File: src/rtl/core/gamepad_deadzone_and_button_edges_defines.svh
// Assertion macros for the gamepad dead-zone block.
// No dependencies; included by the top level only.
`ifndef GAMEPAD_DEADZONE_AND_BUTTON_EDGES_DEFINES_SVH
`define GAMEPAD_DEADZONE_AND_BUTTON_EDGES_DEFINES_SVH

// Check a consequence in the same cycle as its cause
`define GPDZ_ASSERT_NOW(label, clk, rstn, ante, cons) \
    label: assert property (@(posedge clk) disable iff (!rstn) (ante) |-> (cons)) \
        else $error("gpdz: same-cycle check failed");

// Check a consequence in the cycle after its cause
`define GPDZ_ASSERT_NEXT(label, clk, rstn, ante, cons) \
    label: assert property (@(posedge clk) disable iff (!rstn) (ante) |=> (cons)) \
        else $error("gpdz: next-cycle check failed");

`endif

File: src/rtl/core/gpdz_pkg.sv
// Shared types and constants for the gamepad dead-zone block.
// No dependencies; used by gpdz_iter and the top level.
package gpdz_pkg;

    // Fixed-point value that stands for 1.0
    localparam logic [14:0] UNIT_SCALE = 15'd32767;

    // Register indexes on the configuration port
    localparam logic [1:0] CFG_LEFT_DZ  = 2'd0;
    localparam logic [1:0] CFG_RIGHT_DZ = 2'd1;
    localparam logic [1:0] CFG_TRIG_THR = 2'd2;

    // Operations of the shared iterative unit
    typedef enum logic {
        OP_SQRT,
        OP_DIV
    } gpdz_op_t;

    typedef struct packed {
        logic     start;
        gpdz_op_t op;
    } gpdz_iter_ctrl_t;

    // Sequencer states
    typedef enum logic [4:0] {
        ST_IDLE,
        ST_SQ_X,
        ST_SQ_Y,
        ST_SQ_T,
        ST_CHECK,
        ST_ROOT_WAIT,
        ST_LIMIT,
        ST_NX,
        ST_DIVX_GO,
        ST_DIVX_WAIT,
        ST_DIVY_GO,
        ST_DIVY_WAIT,
        ST_STICK_END,
        ST_TRIG_CHK,
        ST_TRIG_GO,
        ST_TRIG_WAIT,
        ST_TRIG_END,
        ST_DONE
    } gpdz_state_t;

endpackage

File: src/rtl/core/gamepad_deadzone_and_button_edges.sv
// Gamepad radial stick dead zones, linear trigger dead zones, button edges.
// Uses gpdz_pkg, gpdz_iter and the assertion macro header.
// Each poll runs gpdz_iter 8 times at most: a root and two divides per stick and one divide
// per trigger, fewer when a stick or trigger lies in its dead zone. The output register
// holds a result while the next poll runs; a new poll is taken only once the sequencer
// is back in idle. Reset (aresetn low, synchronous) clears handshakes, sequencer and button
// history, and loads the register defaults 7849, 8689 and 30.
`include "gamepad_deadzone_and_button_edges_defines.svh"
module gamepad_deadzone_and_button_edges #(
    parameter int STICK_FULL_SCALE   = 32767,
    parameter int TRIGGER_FULL_SCALE = 255
) (
    input  logic               aclk,
    input  logic               aresetn,
    input  logic               cfg_valid,
    output logic               cfg_ready,
    input  logic [1:0]         cfg_index,
    input  logic [14:0]        cfg_data,
    input  logic               s_valid,
    output logic               s_ready,
    input  logic signed [15:0] s_left_stick_x,
    input  logic signed [15:0] s_left_stick_y,
    input  logic [7:0]         s_left_trigger,
    input  logic signed [15:0] s_right_stick_x,
    input  logic signed [15:0] s_right_stick_y,
    input  logic [7:0]         s_right_trigger,
    input  logic [15:0]        s_buttons,
    output logic               m_valid,
    input  logic               m_ready,
    output logic signed [15:0] m_left_x_out,
    output logic signed [15:0] m_left_y_out,
    output logic [14:0]        m_left_trigger_out,
    output logic signed [15:0] m_right_x_out,
    output logic signed [15:0] m_right_y_out,
    output logic [14:0]        m_right_trigger_out,
    output logic [13:0]        m_held_mask,
    output logic [13:0]        m_pressed_mask,
    output logic [13:0]        m_released_mask
);
    import gpdz_pkg::*;

    localparam logic [14:0] STICK_FS = 15'(STICK_FULL_SCALE);
    localparam logic [7:0]  TRIG_FS  = 8'(TRIGGER_FULL_SCALE);

    // Configuration registers
    logic [14:0] lsdz_reg;
    logic [14:0] rsdz_reg;
    logic [7:0]  thr_reg;

    // Sequencer
    gpdz_state_t state_reg;
    gpdz_state_t state_next;
    logic        lane_reg;

    // Latched poll
    logic [15:0] lx_reg;
    logic [15:0] ly_reg;
    logic [15:0] rx_reg;
    logic [15:0] ry_reg;
    logic [7:0]  lt_reg;
    logic [7:0]  rt_reg;
    logic [13:0] prev_held_reg;
    logic [13:0] held_reg;
    logic [13:0] pressed_reg;
    logic [13:0] released_reg;

    // Working values
    logic [31:0] s_reg;
    logic [44:0] prod_reg;
    logic [30:0] ux_reg;
    logic [30:0] uy_reg;
    logic [15:0] m_reg;
    logic [14:0] ct_reg;
    logic [30:0] den_reg;
    logic [14:0] qx_reg;

    // Finished results of the running poll
    logic [15:0] res_lx_reg;
    logic [15:0] res_ly_reg;
    logic [15:0] res_rx_reg;
    logic [15:0] res_ry_reg;
    logic [14:0] res_lt_reg;
    logic [14:0] res_rt_reg;

    // Output register
    logic        m_valid_reg;
    logic [15:0] out_lx_reg;
    logic [15:0] out_ly_reg;
    logic [15:0] out_rx_reg;
    logic [15:0] out_ry_reg;
    logic [14:0] out_lt_reg;
    logic [14:0] out_rt_reg;
    logic [13:0] out_held_reg;
    logic [13:0] out_pressed_reg;
    logic [13:0] out_released_reg;

    // Lane-selected operands and conditions
    logic [15:0] cur_x;
    logic [15:0] cur_y;
    logic [14:0] cur_t;
    logic [7:0]  cur_z;
    logic [15:0] ax;
    logic [15:0] ay;
    logic [30:0] ux;
    logic [30:0] uy;
    logic [14:0] clamp_m;
    logic [7:0]  clamp_z;
    logic        stick_dead;
    logic        limit_dead;
    logic        trig_dead;
    logic [13:0] held_in;
    logic        accept;
    logic        out_load;

    // Conditions watched by the checks
    logic        edges_overlap;
    logic        pressed_unheld;
    logic        iter_in_wait;

    // Shared multiplier
    logic        mul_en;
    logic [30:0] mul_a;
    logic [15:0] mul_b;
    logic [46:0] mul_full;

    // Shared root/divide unit
    gpdz_iter_ctrl_t iter_ctrl;
    logic [44:0]     iter_num;
    logic [30:0]     iter_den;
    logic [15:0]     iter_result;
    logic            iter_done;

    gpdz_iter u_iter (
        .aclk    (aclk),
        .aresetn (aresetn),
        .ctrl    (iter_ctrl),
        .num     (iter_num),
        .den     (iter_den),
        .result  (iter_result),
        .done    (iter_done)
    );

    // Pick the stick or trigger of the current lane
    assign cur_x = lane_reg ? rx_reg : lx_reg;
    assign cur_y = lane_reg ? ry_reg : ly_reg;
    assign cur_t = lane_reg ? rsdz_reg : lsdz_reg;
    assign cur_z = lane_reg ? rt_reg : lt_reg;
    assign ax    = cur_x[15] ? (~cur_x + 16'd1) : cur_x;
    assign ay    = cur_y[15] ? (~cur_y + 16'd1) : cur_y;
    assign ux    = {ax, 15'd0} - {15'd0, ax};
    assign uy    = {ay, 15'd0} - {15'd0, ay};

    assign stick_dead = (cur_t >= STICK_FS) || (s_reg <= {2'd0, prod_reg[29:0]});
    assign clamp_m    = (m_reg < {1'b0, STICK_FS}) ? m_reg[14:0] : STICK_FS;
    assign limit_dead = (clamp_m <= cur_t);
    assign trig_dead  = (thr_reg >= TRIG_FS) || (cur_z <= thr_reg);
    assign clamp_z    = (cur_z < TRIG_FS) ? cur_z : TRIG_FS;

    assign held_in  = {s_buttons[15:12], s_buttons[9:0]};
    assign accept   = s_valid && s_ready;
    assign out_load = (state_reg == ST_DONE) && (!m_valid_reg || m_ready);

    // Next state
    always_comb begin
        state_next = state_reg;
        case (state_reg)
            ST_IDLE:      if (s_valid) state_next = ST_SQ_X;
            ST_SQ_X:      state_next = ST_SQ_Y;
            ST_SQ_Y:      state_next = ST_SQ_T;
            ST_SQ_T:      state_next = ST_CHECK;
            ST_CHECK:     state_next = stick_dead ? ST_STICK_END : ST_ROOT_WAIT;
            ST_ROOT_WAIT: if (iter_done) state_next = ST_LIMIT;
            ST_LIMIT:     state_next = limit_dead ? ST_STICK_END : ST_NX;
            ST_NX:        state_next = ST_DIVX_GO;
            ST_DIVX_GO:   state_next = ST_DIVX_WAIT;
            ST_DIVX_WAIT: if (iter_done) state_next = ST_DIVY_GO;
            ST_DIVY_GO:   state_next = ST_DIVY_WAIT;
            ST_DIVY_WAIT: if (iter_done) state_next = ST_STICK_END;
            ST_STICK_END: state_next = lane_reg ? ST_TRIG_CHK : ST_SQ_X;
            ST_TRIG_CHK:  state_next = trig_dead ? ST_TRIG_END : ST_TRIG_GO;
            ST_TRIG_GO:   state_next = ST_TRIG_WAIT;
            ST_TRIG_WAIT: if (iter_done) state_next = ST_TRIG_END;
            ST_TRIG_END:  state_next = lane_reg ? ST_DONE : ST_TRIG_CHK;
            ST_DONE:      if (!m_valid_reg || m_ready) state_next = ST_IDLE;
            default:      state_next = ST_IDLE;
        endcase
    end

    // Sequencer outputs: handshake, multiplier and unit controls
    always_comb begin
        s_ready         = 1'b0;
        mul_en          = 1'b0;
        mul_a           = 31'd0;
        mul_b           = 16'd0;
        iter_ctrl.start = 1'b0;
        iter_ctrl.op    = OP_DIV;
        iter_num        = prod_reg;
        iter_den        = den_reg;
        case (state_reg)
            ST_IDLE: s_ready = aresetn;
            ST_SQ_X: begin
                mul_en = 1'b1;
                mul_a  = {15'd0, ax};
                mul_b  = ax;
            end
            ST_SQ_Y: begin
                mul_en = 1'b1;
                mul_a  = {15'd0, ay};
                mul_b  = ay;
            end
            ST_SQ_T: begin
                mul_en = 1'b1;
                mul_a  = {16'd0, cur_t};
                mul_b  = {1'b0, cur_t};
            end
            ST_CHECK: begin
                iter_ctrl.start = !stick_dead;
                iter_ctrl.op    = OP_SQRT;
                iter_num        = {13'd0, s_reg};
            end
            ST_LIMIT: begin
                mul_en = !limit_dead;
                mul_a  = {15'd0, m_reg};
                mul_b  = {1'b0, STICK_FS - cur_t};
            end
            ST_NX: begin
                mul_en = 1'b1;
                mul_a  = ux_reg;
                mul_b  = {1'b0, ct_reg};
            end
            ST_DIVX_GO: begin
                iter_ctrl.start = 1'b1;
                mul_en          = 1'b1;
                mul_a           = uy_reg;
                mul_b           = {1'b0, ct_reg};
            end
            ST_DIVY_GO: iter_ctrl.start = 1'b1;
            ST_TRIG_CHK: begin
                mul_en = !trig_dead;
                mul_a  = {16'd0, UNIT_SCALE};
                mul_b  = {8'd0, clamp_z - thr_reg};
            end
            ST_TRIG_GO: begin
                iter_ctrl.start = 1'b1;
                iter_den        = {23'd0, TRIG_FS - thr_reg};
            end
            default: ;
        endcase
    end

    assign mul_full = mul_a * mul_b;

    // Control state: sequencer, lane, configuration, output handshake
    always_ff @(posedge aclk) begin
        if (!aresetn) begin
            state_reg     <= ST_IDLE;
            lane_reg      <= 1'b0;
            lsdz_reg      <= 15'd7849;
            rsdz_reg      <= 15'd8689;
            thr_reg       <= 8'd30;
            prev_held_reg <= 14'd0;
            m_valid_reg   <= 1'b0;
        end else begin
            state_reg <= state_next;
            if (accept) begin
                lane_reg      <= 1'b0;
                prev_held_reg <= held_in;
            end else if (state_reg inside {ST_STICK_END, ST_TRIG_END}) begin
                lane_reg <= ~lane_reg;
            end
            if (cfg_valid) begin
                case (cfg_index)
                    CFG_LEFT_DZ:  lsdz_reg <= cfg_data;
                    CFG_RIGHT_DZ: rsdz_reg <= cfg_data;
                    CFG_TRIG_THR: thr_reg  <= cfg_data[7:0];
                    default: ;
                endcase
            end
            if (out_load) m_valid_reg <= 1'b1;
            else if (m_ready) m_valid_reg <= 1'b0;
        end
    end

    // Datapath: latch the poll, step through stick and trigger work
    always_ff @(posedge aclk) begin
        if (accept) begin
            lx_reg       <= s_left_stick_x;
            ly_reg       <= s_left_stick_y;
            rx_reg       <= s_right_stick_x;
            ry_reg       <= s_right_stick_y;
            lt_reg       <= s_left_trigger;
            rt_reg       <= s_right_trigger;
            held_reg     <= held_in;
            pressed_reg  <= held_in & ~prev_held_reg;
            released_reg <= prev_held_reg & ~held_in;
        end
        if (mul_en) prod_reg <= mul_full[44:0];
        case (state_reg)
            ST_SQ_X: ux_reg <= ux;
            ST_SQ_Y: begin
                uy_reg <= uy;
                s_reg  <= {1'b0, prod_reg[30:0]};
            end
            ST_SQ_T: s_reg <= s_reg + {1'b0, prod_reg[30:0]};
            ST_CHECK: begin
                if (stick_dead) begin
                    if (lane_reg) begin
                        res_rx_reg <= 16'd0;
                        res_ry_reg <= 16'd0;
                    end else begin
                        res_lx_reg <= 16'd0;
                        res_ly_reg <= 16'd0;
                    end
                end
            end
            ST_ROOT_WAIT: if (iter_done) m_reg <= iter_result;
            ST_LIMIT: begin
                ct_reg <= clamp_m - cur_t;
                if (limit_dead) begin
                    if (lane_reg) begin
                        res_rx_reg <= 16'd0;
                        res_ry_reg <= 16'd0;
                    end else begin
                        res_lx_reg <= 16'd0;
                        res_ly_reg <= 16'd0;
                    end
                end
            end
            ST_NX: den_reg <= prod_reg[30:0];
            ST_DIVX_WAIT: if (iter_done) qx_reg <= iter_result[14:0];
            ST_DIVY_WAIT: begin
                // Apply the signs of the raw axes to the magnitudes
                if (iter_done) begin
                    if (lane_reg) begin
                        res_rx_reg <= cur_x[15] ? (~{1'b0, qx_reg} + 16'd1) : {1'b0, qx_reg};
                        res_ry_reg <= cur_y[15] ? (~{1'b0, iter_result[14:0]} + 16'd1)
                                                : {1'b0, iter_result[14:0]};
                    end else begin
                        res_lx_reg <= cur_x[15] ? (~{1'b0, qx_reg} + 16'd1) : {1'b0, qx_reg};
                        res_ly_reg <= cur_y[15] ? (~{1'b0, iter_result[14:0]} + 16'd1)
                                                : {1'b0, iter_result[14:0]};
                    end
                end
            end
            ST_TRIG_CHK: begin
                if (trig_dead) begin
                    if (lane_reg) res_rt_reg <= 15'd0;
                    else res_lt_reg <= 15'd0;
                end
            end
            ST_TRIG_WAIT: begin
                if (iter_done) begin
                    if (lane_reg) res_rt_reg <= iter_result[14:0];
                    else res_lt_reg <= iter_result[14:0];
                end
            end
            default: ;
        endcase
        // Hand the finished poll to the output register
        if (out_load) begin
            out_lx_reg       <= res_lx_reg;
            out_ly_reg       <= res_ly_reg;
            out_rx_reg       <= res_rx_reg;
            out_ry_reg       <= res_ry_reg;
            out_lt_reg       <= res_lt_reg;
            out_rt_reg       <= res_rt_reg;
            out_held_reg     <= held_reg;
            out_pressed_reg  <= pressed_reg;
            out_released_reg <= released_reg;
        end
    end

    assign cfg_ready           = aresetn;
    assign m_valid             = m_valid_reg;
    assign m_left_x_out        = out_lx_reg;
    assign m_left_y_out        = out_ly_reg;
    assign m_right_x_out       = out_rx_reg;
    assign m_right_y_out       = out_ry_reg;
    assign m_left_trigger_out  = out_lt_reg;
    assign m_right_trigger_out = out_rt_reg;
    assign m_held_mask         = out_held_reg;
    assign m_pressed_mask      = out_pressed_reg;
    assign m_released_mask     = out_released_reg;

    // Conditions for the checks
    assign edges_overlap  = |(m_pressed_mask & m_released_mask);
    assign pressed_unheld = |(m_pressed_mask & ~m_held_mask);
    assign iter_in_wait   = state_reg inside {ST_ROOT_WAIT, ST_DIVX_WAIT,
                                              ST_DIVY_WAIT, ST_TRIG_WAIT};

    // Checks
    `GPDZ_ASSERT_NEXT(a_accept_blocks_input, aclk, aresetn, s_valid && s_ready, !s_ready)
    `GPDZ_ASSERT_NOW(a_edges_disjoint, aclk, aresetn, m_valid, !edges_overlap)
    `GPDZ_ASSERT_NOW(a_pressed_is_held, aclk, aresetn, m_valid, !pressed_unheld)
    `GPDZ_ASSERT_NOW(a_done_in_wait, aclk, aresetn, iter_done, iter_in_wait)

endmodule

File: src/rtl/core/gpdz_iter.sv
// Shared iterative unit: 32-bit integer square root (two bits a step) or a
// 45-by-31-bit division with a 15-bit quotient (one bit a step). Uses gpdz_pkg.
module gpdz_iter (
    input  logic                      aclk,
    input  logic                      aresetn,
    input  gpdz_pkg::gpdz_iter_ctrl_t ctrl,
    input  logic [44:0]               num,
    input  logic [30:0]               den,
    output logic [15:0]               result,
    output logic                      done
);
    import gpdz_pkg::*;

    localparam logic [3:0] SQRT_LAST = 4'd15;
    localparam logic [3:0] DIV_LAST  = 4'd14;

    logic [44:0] rem_reg;
    logic [44:0] rem_next;
    logic [44:0] dsh_reg;
    logic [31:0] src_reg;
    logic [15:0] acc_reg;
    logic [15:0] acc_next;
    logic [3:0]  cnt_reg;
    logic        busy_reg;
    logic        done_reg;
    gpdz_op_t    op_reg;

    logic [44:0] opa;
    logic [44:0] opb;
    logic [45:0] diff;
    logic        ge;

    // Select operands of the one shared subtractor
    always_comb begin
        case (op_reg)
            OP_SQRT: begin
                opa = {25'd0, rem_reg[17:0], src_reg[31:30]};
                opb = {27'd0, acc_reg, 2'b01};
            end
            OP_DIV: begin
                opa = rem_reg;
                opb = dsh_reg;
            end
            default: begin
                opa = rem_reg;
                opb = dsh_reg;
            end
        endcase
    end

    // Trial subtract; keep the difference when it does not borrow
    assign diff     = {1'b0, opa} - {1'b0, opb};
    assign ge       = ~diff[45];
    assign rem_next = ge ? diff[44:0] : opa;
    assign acc_next = {acc_reg[14:0], ge};

    // Load on start, then advance one step a cycle
    always_ff @(posedge aclk) begin
        if (!aresetn) begin
            busy_reg <= 1'b0;
            done_reg <= 1'b0;
            op_reg   <= OP_SQRT;
        end else begin
            // Flag the cycle after the last step
            done_reg <= !ctrl.start && busy_reg && (cnt_reg == 4'd0);
            if (ctrl.start) begin
                busy_reg <= 1'b1;
                op_reg   <= ctrl.op;
                acc_reg  <= 16'd0;
                rem_reg  <= (ctrl.op == OP_SQRT) ? 45'd0 : num;
                src_reg  <= num[31:0];
                dsh_reg  <= {den, 14'd0};
                cnt_reg  <= (ctrl.op == OP_SQRT) ? SQRT_LAST : DIV_LAST;
            end else if (busy_reg) begin
                rem_reg <= rem_next;
                acc_reg <= acc_next;
                src_reg <= {src_reg[29:0], 2'b00};
                dsh_reg <= {1'b0, dsh_reg[44:1]};
                cnt_reg <= cnt_reg - 4'd1;
                if (cnt_reg == 4'd0) begin
                    busy_reg <= 1'b0;
                end
            end
        end
    end

    assign result = acc_reg;
    assign done   = done_reg;

endmodule
File: config.mk
export PLATFORM = sky130hd
export DESIGN_NAME = gamepad_deadzone_and_button_edges
export DESIGN_NICKNAME = d
export VERILOG_FILES = /design/src/rtl/core/gpdz_pkg.sv /design/src/rtl/core/gamepad_deadzone_and_button_edges.sv /design/src/rtl/core/gpdz_iter.sv
export VERILOG_INCLUDE_DIRS = /design/src /design/src/rtl/core
export SDC_FILE = /design/constraint.sdc
export NUM_CORES = 2
export LEC_CHECK = 0
export ABC_AREA = 1
export ABC_CLOCK_PERIOD_IN_PS = 23000
export BUFFER_PORTS_ARGS = -buffer_cell sky130_fd_sc_hd__buf_2
export CAP_MARGIN = 40
export CORE_ASPECT_RATIO = 1.1
export CORE_MARGIN = 2
export CORE_UTILIZATION = 41
export DETAILED_ROUTE_END_ITERATION = 10
export HOLD_SLACK_MARGIN = 0.06
export PLACE_DENSITY_LB_ADDON = 0.1
export SLEW_MARGIN = 5
export SYNTH_ARGS = -nofsm -noshare
export SYNTH_HDL_FRONTEND = slang
export SYNTH_SLANG_ARGS = --single-unit
File: constraint.sdc
create_clock -name aclk -period 23 [get_ports aclk]
set_input_delay 3.45 -clock aclk [delete_from_list [all_inputs] [get_ports aclk]]
set_output_delay 3.45 -clock aclk [all_outputs]
set_load 0.02 [all_outputs]
==> flow_summary.yaml <==
sta:
  rsz0062_at_grt: "false"
  timing.fmax_mhz: 102
  tightestPinTransition_ps: 964
  fin_hold_ws_ps: 406
  timing_max_transition_violations_final: 0
  fin_skew_ps: 68.3
  maxSlewHeadroom: 0.356
  timing.final.crit_period_ps: 9830
  setup_violations: 0
  setup_total_negative_slack_ps: 0
  hold_viol: 0
  min_period_over_period: 0.428
  final.setup.worst_slack_ps: 13170
synth:
  number_of_instances_in_the_synthesized_netlist: 6516
  postSynthAreaPerCell_um2: 8.66
  ys_seq_area_frac: 0.400
  synth_largest_type_area_fraction: 0.378
  synthXorXnorAreaFrac: 0.0191
  synth-adder-area-share: 0.200
  synth_most_common_cell: "sky130_fd_sc_hd__nand2_1"
  async_flop_share: 0
  synth_edf_count: 710
  dominant_combinational_cell_family_by_area_after_synthesis: "simple AND/OR/NAND/NOR gates"
  netlist_top_cells_area: "sky130_fd_sc_hd__edfxtp_1 38%, sky130_fd_sc_hd__fa_1 14%, sky130_fd_sc_hd__nand2_1 11%"
  synth_simple_gate_area_frac: 0.204
  syn-cell-area_um2: 56400
  synth_seq_cells: 772
  synth_compound_gate_area_share: 0.0748
  synth.lib_cells_used.distinct: 64
  synthDominantAreaCellType: "sky130_fd_sc_hd__edfxtp_1"
  yosys-mux-area-fraction: 0.000355
  synth_warn: 0
  netlist_top_cells_count: "1590 x sky130_fd_sc_hd__nand2_1, 1249 x sky130_fd_sc_hd__inv_1, 710 x sky130_fd_sc_hd__edfxtp_1"
  synth-main-ff-cell: "sky130_fd_sc_hd__edfxtp_1"
min_path:
  hold_depth: 0
  hold_class: "flop to flop"
placed_design:
  routabilityCongestion: 0.972
  dp_hpwl_um: 132000
  port_buffers: 254
  pre_cts_slack_ps: 13270
floorplanning:
  rows: 142
  start_util: 0.414
  core_um2: 136000
  dieArea_um2: 141000
  fp.dieW_um: 358
  floorplan.io_pins: 257
  floorplan.die.height_um: 393
drt:
  drt-pass1-iter-count: 6
  routed_wire_length_per_instance_um: 19.7
  vias_per_cell: 5.10
  drt_drc_violations_left: 0
  routed_wirelength_um: 171000
  drt-initial-drc-count: 3341
  vias: 44039
  antenna_left: 0
cts:
  max_buffers_root_to_sink: 3
  cts-htree-levels: 3
  cts_setup_buffers: 0
  root_buffer: "sky130_fd_sc_hd__clkbuf_16"
  cts_buffers: 85
  clock-sinks: 772
  clk_latency_ps: 730
  cts_hold_buffers: 0
  clock_pin_slew_of_the_registers_on_the_worst_case_setup_and_hold_paths_ps: 60
  cts_repair_resize_count: 0
  tritoncts: "built"
power_and_ir_drop:
  leakage_uw: 0.0288
  sequentialPowerShare: 0.376
  power.share.switching: 0.377
  ir_worst_vdd_v: 0.0000844
  power_frac_comb: 0.337
  intPower_uw: 2910
  netSwitchingPower_uw: 1760
  pwr-share-clk: 0.287
  power.density_nw_per_um2: 74.6
critical_path:
  required_ps: 23480
  criticalPathCategory: "flop to flop"
  rr_worst_depth: 40
  path_common_cell: "sky130_fd_sc_hd__inv_1"
  endpoint_type_of_the_worst_setup_path: "flop"
  timing.critical_path.slowest_cell_delay_ps: 740
  arrival_ps: 10310
  crit_path_max_fanout: 55
  worstSetupStartpointType: "flop"
  cpMaxStageDelayCell: "sky130_fd_sc_hd__dfxtp_4"
grt:
  grt_antenna_before_repair: 4
  grt_first_pass_wirelength_um: 262000
  first_global_vias: 44559
  maximum_number_of_pins_on_one_net_before_global_route_repair: 78
  globalRoute.totalOverflow: 0
  globalRouteTotalUtil: 0.245
layout:
  areaGrowthSynthToFinish_pct: 11.1
  finalNetCount: 7542
  post_route_cells_drive_above_1_share: 0.0862
  final.fill_count: 13600
outcome:
  run_status: "complete, no violations"
job:
  max_cap_violations: 0
## routing by layer
layer  up-vias  part of all wire  wire [um]  track usage
li1      21205                 -          -            -
met4         0             0.026       4350       0.0663
met3       241             0.048       8270       0.0244
met5         -                 0          0            0
met2      1126              0.49      83700        0.425
met1     21467              0.44      74300        0.325
## layout by cell type (no fill, tap or decap), drive strengths merged, types with 11 or more instances in the layout
cell | Yosys | final
nand2 | 1616 | 1616
inv | 1273 | 1274
edfxtp | 710 | 710
nor2 | 612 | 612
fa | 407 | 407
nand3 | 339 | 339
buf | 106 | 321
o21ai | 313 | 313
ha | 252 | 252
a21oi | 227 | 227
clkbuf | 71 | 107
xor2 | 89 | 89
nor3 | 78 | 78
dfxtp | 62 | 62
nand4 | 50 | 50
clkinv | 5 | 46
o22ai | 39 | 39
o211ai | 35 | 35
xnor2 | 32 | 32
a31oi | 24 | 24
o21bai | 24 | 24
or2 | 24 | 24
nor4 | 23 | 23
a21o | 20 | 20
conb | 2 | 20
nand3b | 13 | 13
o21a | 12 | 12
a221oi | 12 | 12
a211oi | 11 | 11
## path summary, 6_finish.rpt
kind / start / endpoint / slack (ps)
max: lane_reg / prod_reg[34] / 13170
min: held_reg[3] / m_held_mask[3] / 410
max reg2reg: lane_reg / prod_reg[34] / 13170
min reg2reg: held_reg[3] / m_held_mask[3] / 410
## power groups by stage
stage / clock network (uW) / logic [uW] / registers, uW
6_report: 1340 / 1570 / 1760
5_1_grt: 1430 / 1780 / 1770
4_1_cts: 1380 / 1580 / 1760
3_5_place_dp: 0 / 1570 / 1790
3_3_place_gp: 0 / 1550 / 1780
2_1_floorplan: 0 / 1080 / 1750
## area by class of cell
class	instances	area, um^2	share of cell area
Multi-Input combinational cell	4307	28300	0.452
Sequential cell	772	22600	0.360
Inverter	1278	4800	0.0766
Tap cell	1800	2250	0.0359
Clock buffer	107	2240	0.0357
Timing Repair Buffer	321	1990	0.0317
Clock inverter	50	510	0.00814
Antenna cell	1	2.50	0.0000399
## stage by stage
stage	std cells	total power, uW	cell area (um^2)	utilization
floorplan	6534	2830	56500	-
global placement	8464	3330	59600	0.437
detailed placement	8478	3350	59900	0.439
CTS	8635	4710	62700	0.459
global route	8635	4980	62700	0.459
finish	8636	4680	62700	0.459
## critical path: cells and delay by family (launching register included)
family / cells / cell delay, ps
adder cells (fa/ha/maj): 8 / 3610
AND/OR/NAND/NOR: 14 / 1930
buffers and inverters: 11 / 1780
AO/OA/AOI/OAI: 6 / 1250
flip-flops: 1 / 740
XOR/XNOR: 1 / 230
## cell families after synthesis
family | count (synthesis)
buffers and inverters | 1455
adder cells (fa/ha/maj) | 659
other | 2
AND/OR/NAND/NOR | 2765
AO/OA/AOI/OAI | 740
XOR/XNOR | 121
multiplexers | 2
flip-flops | 772
(Power assumes the default switching activity.)
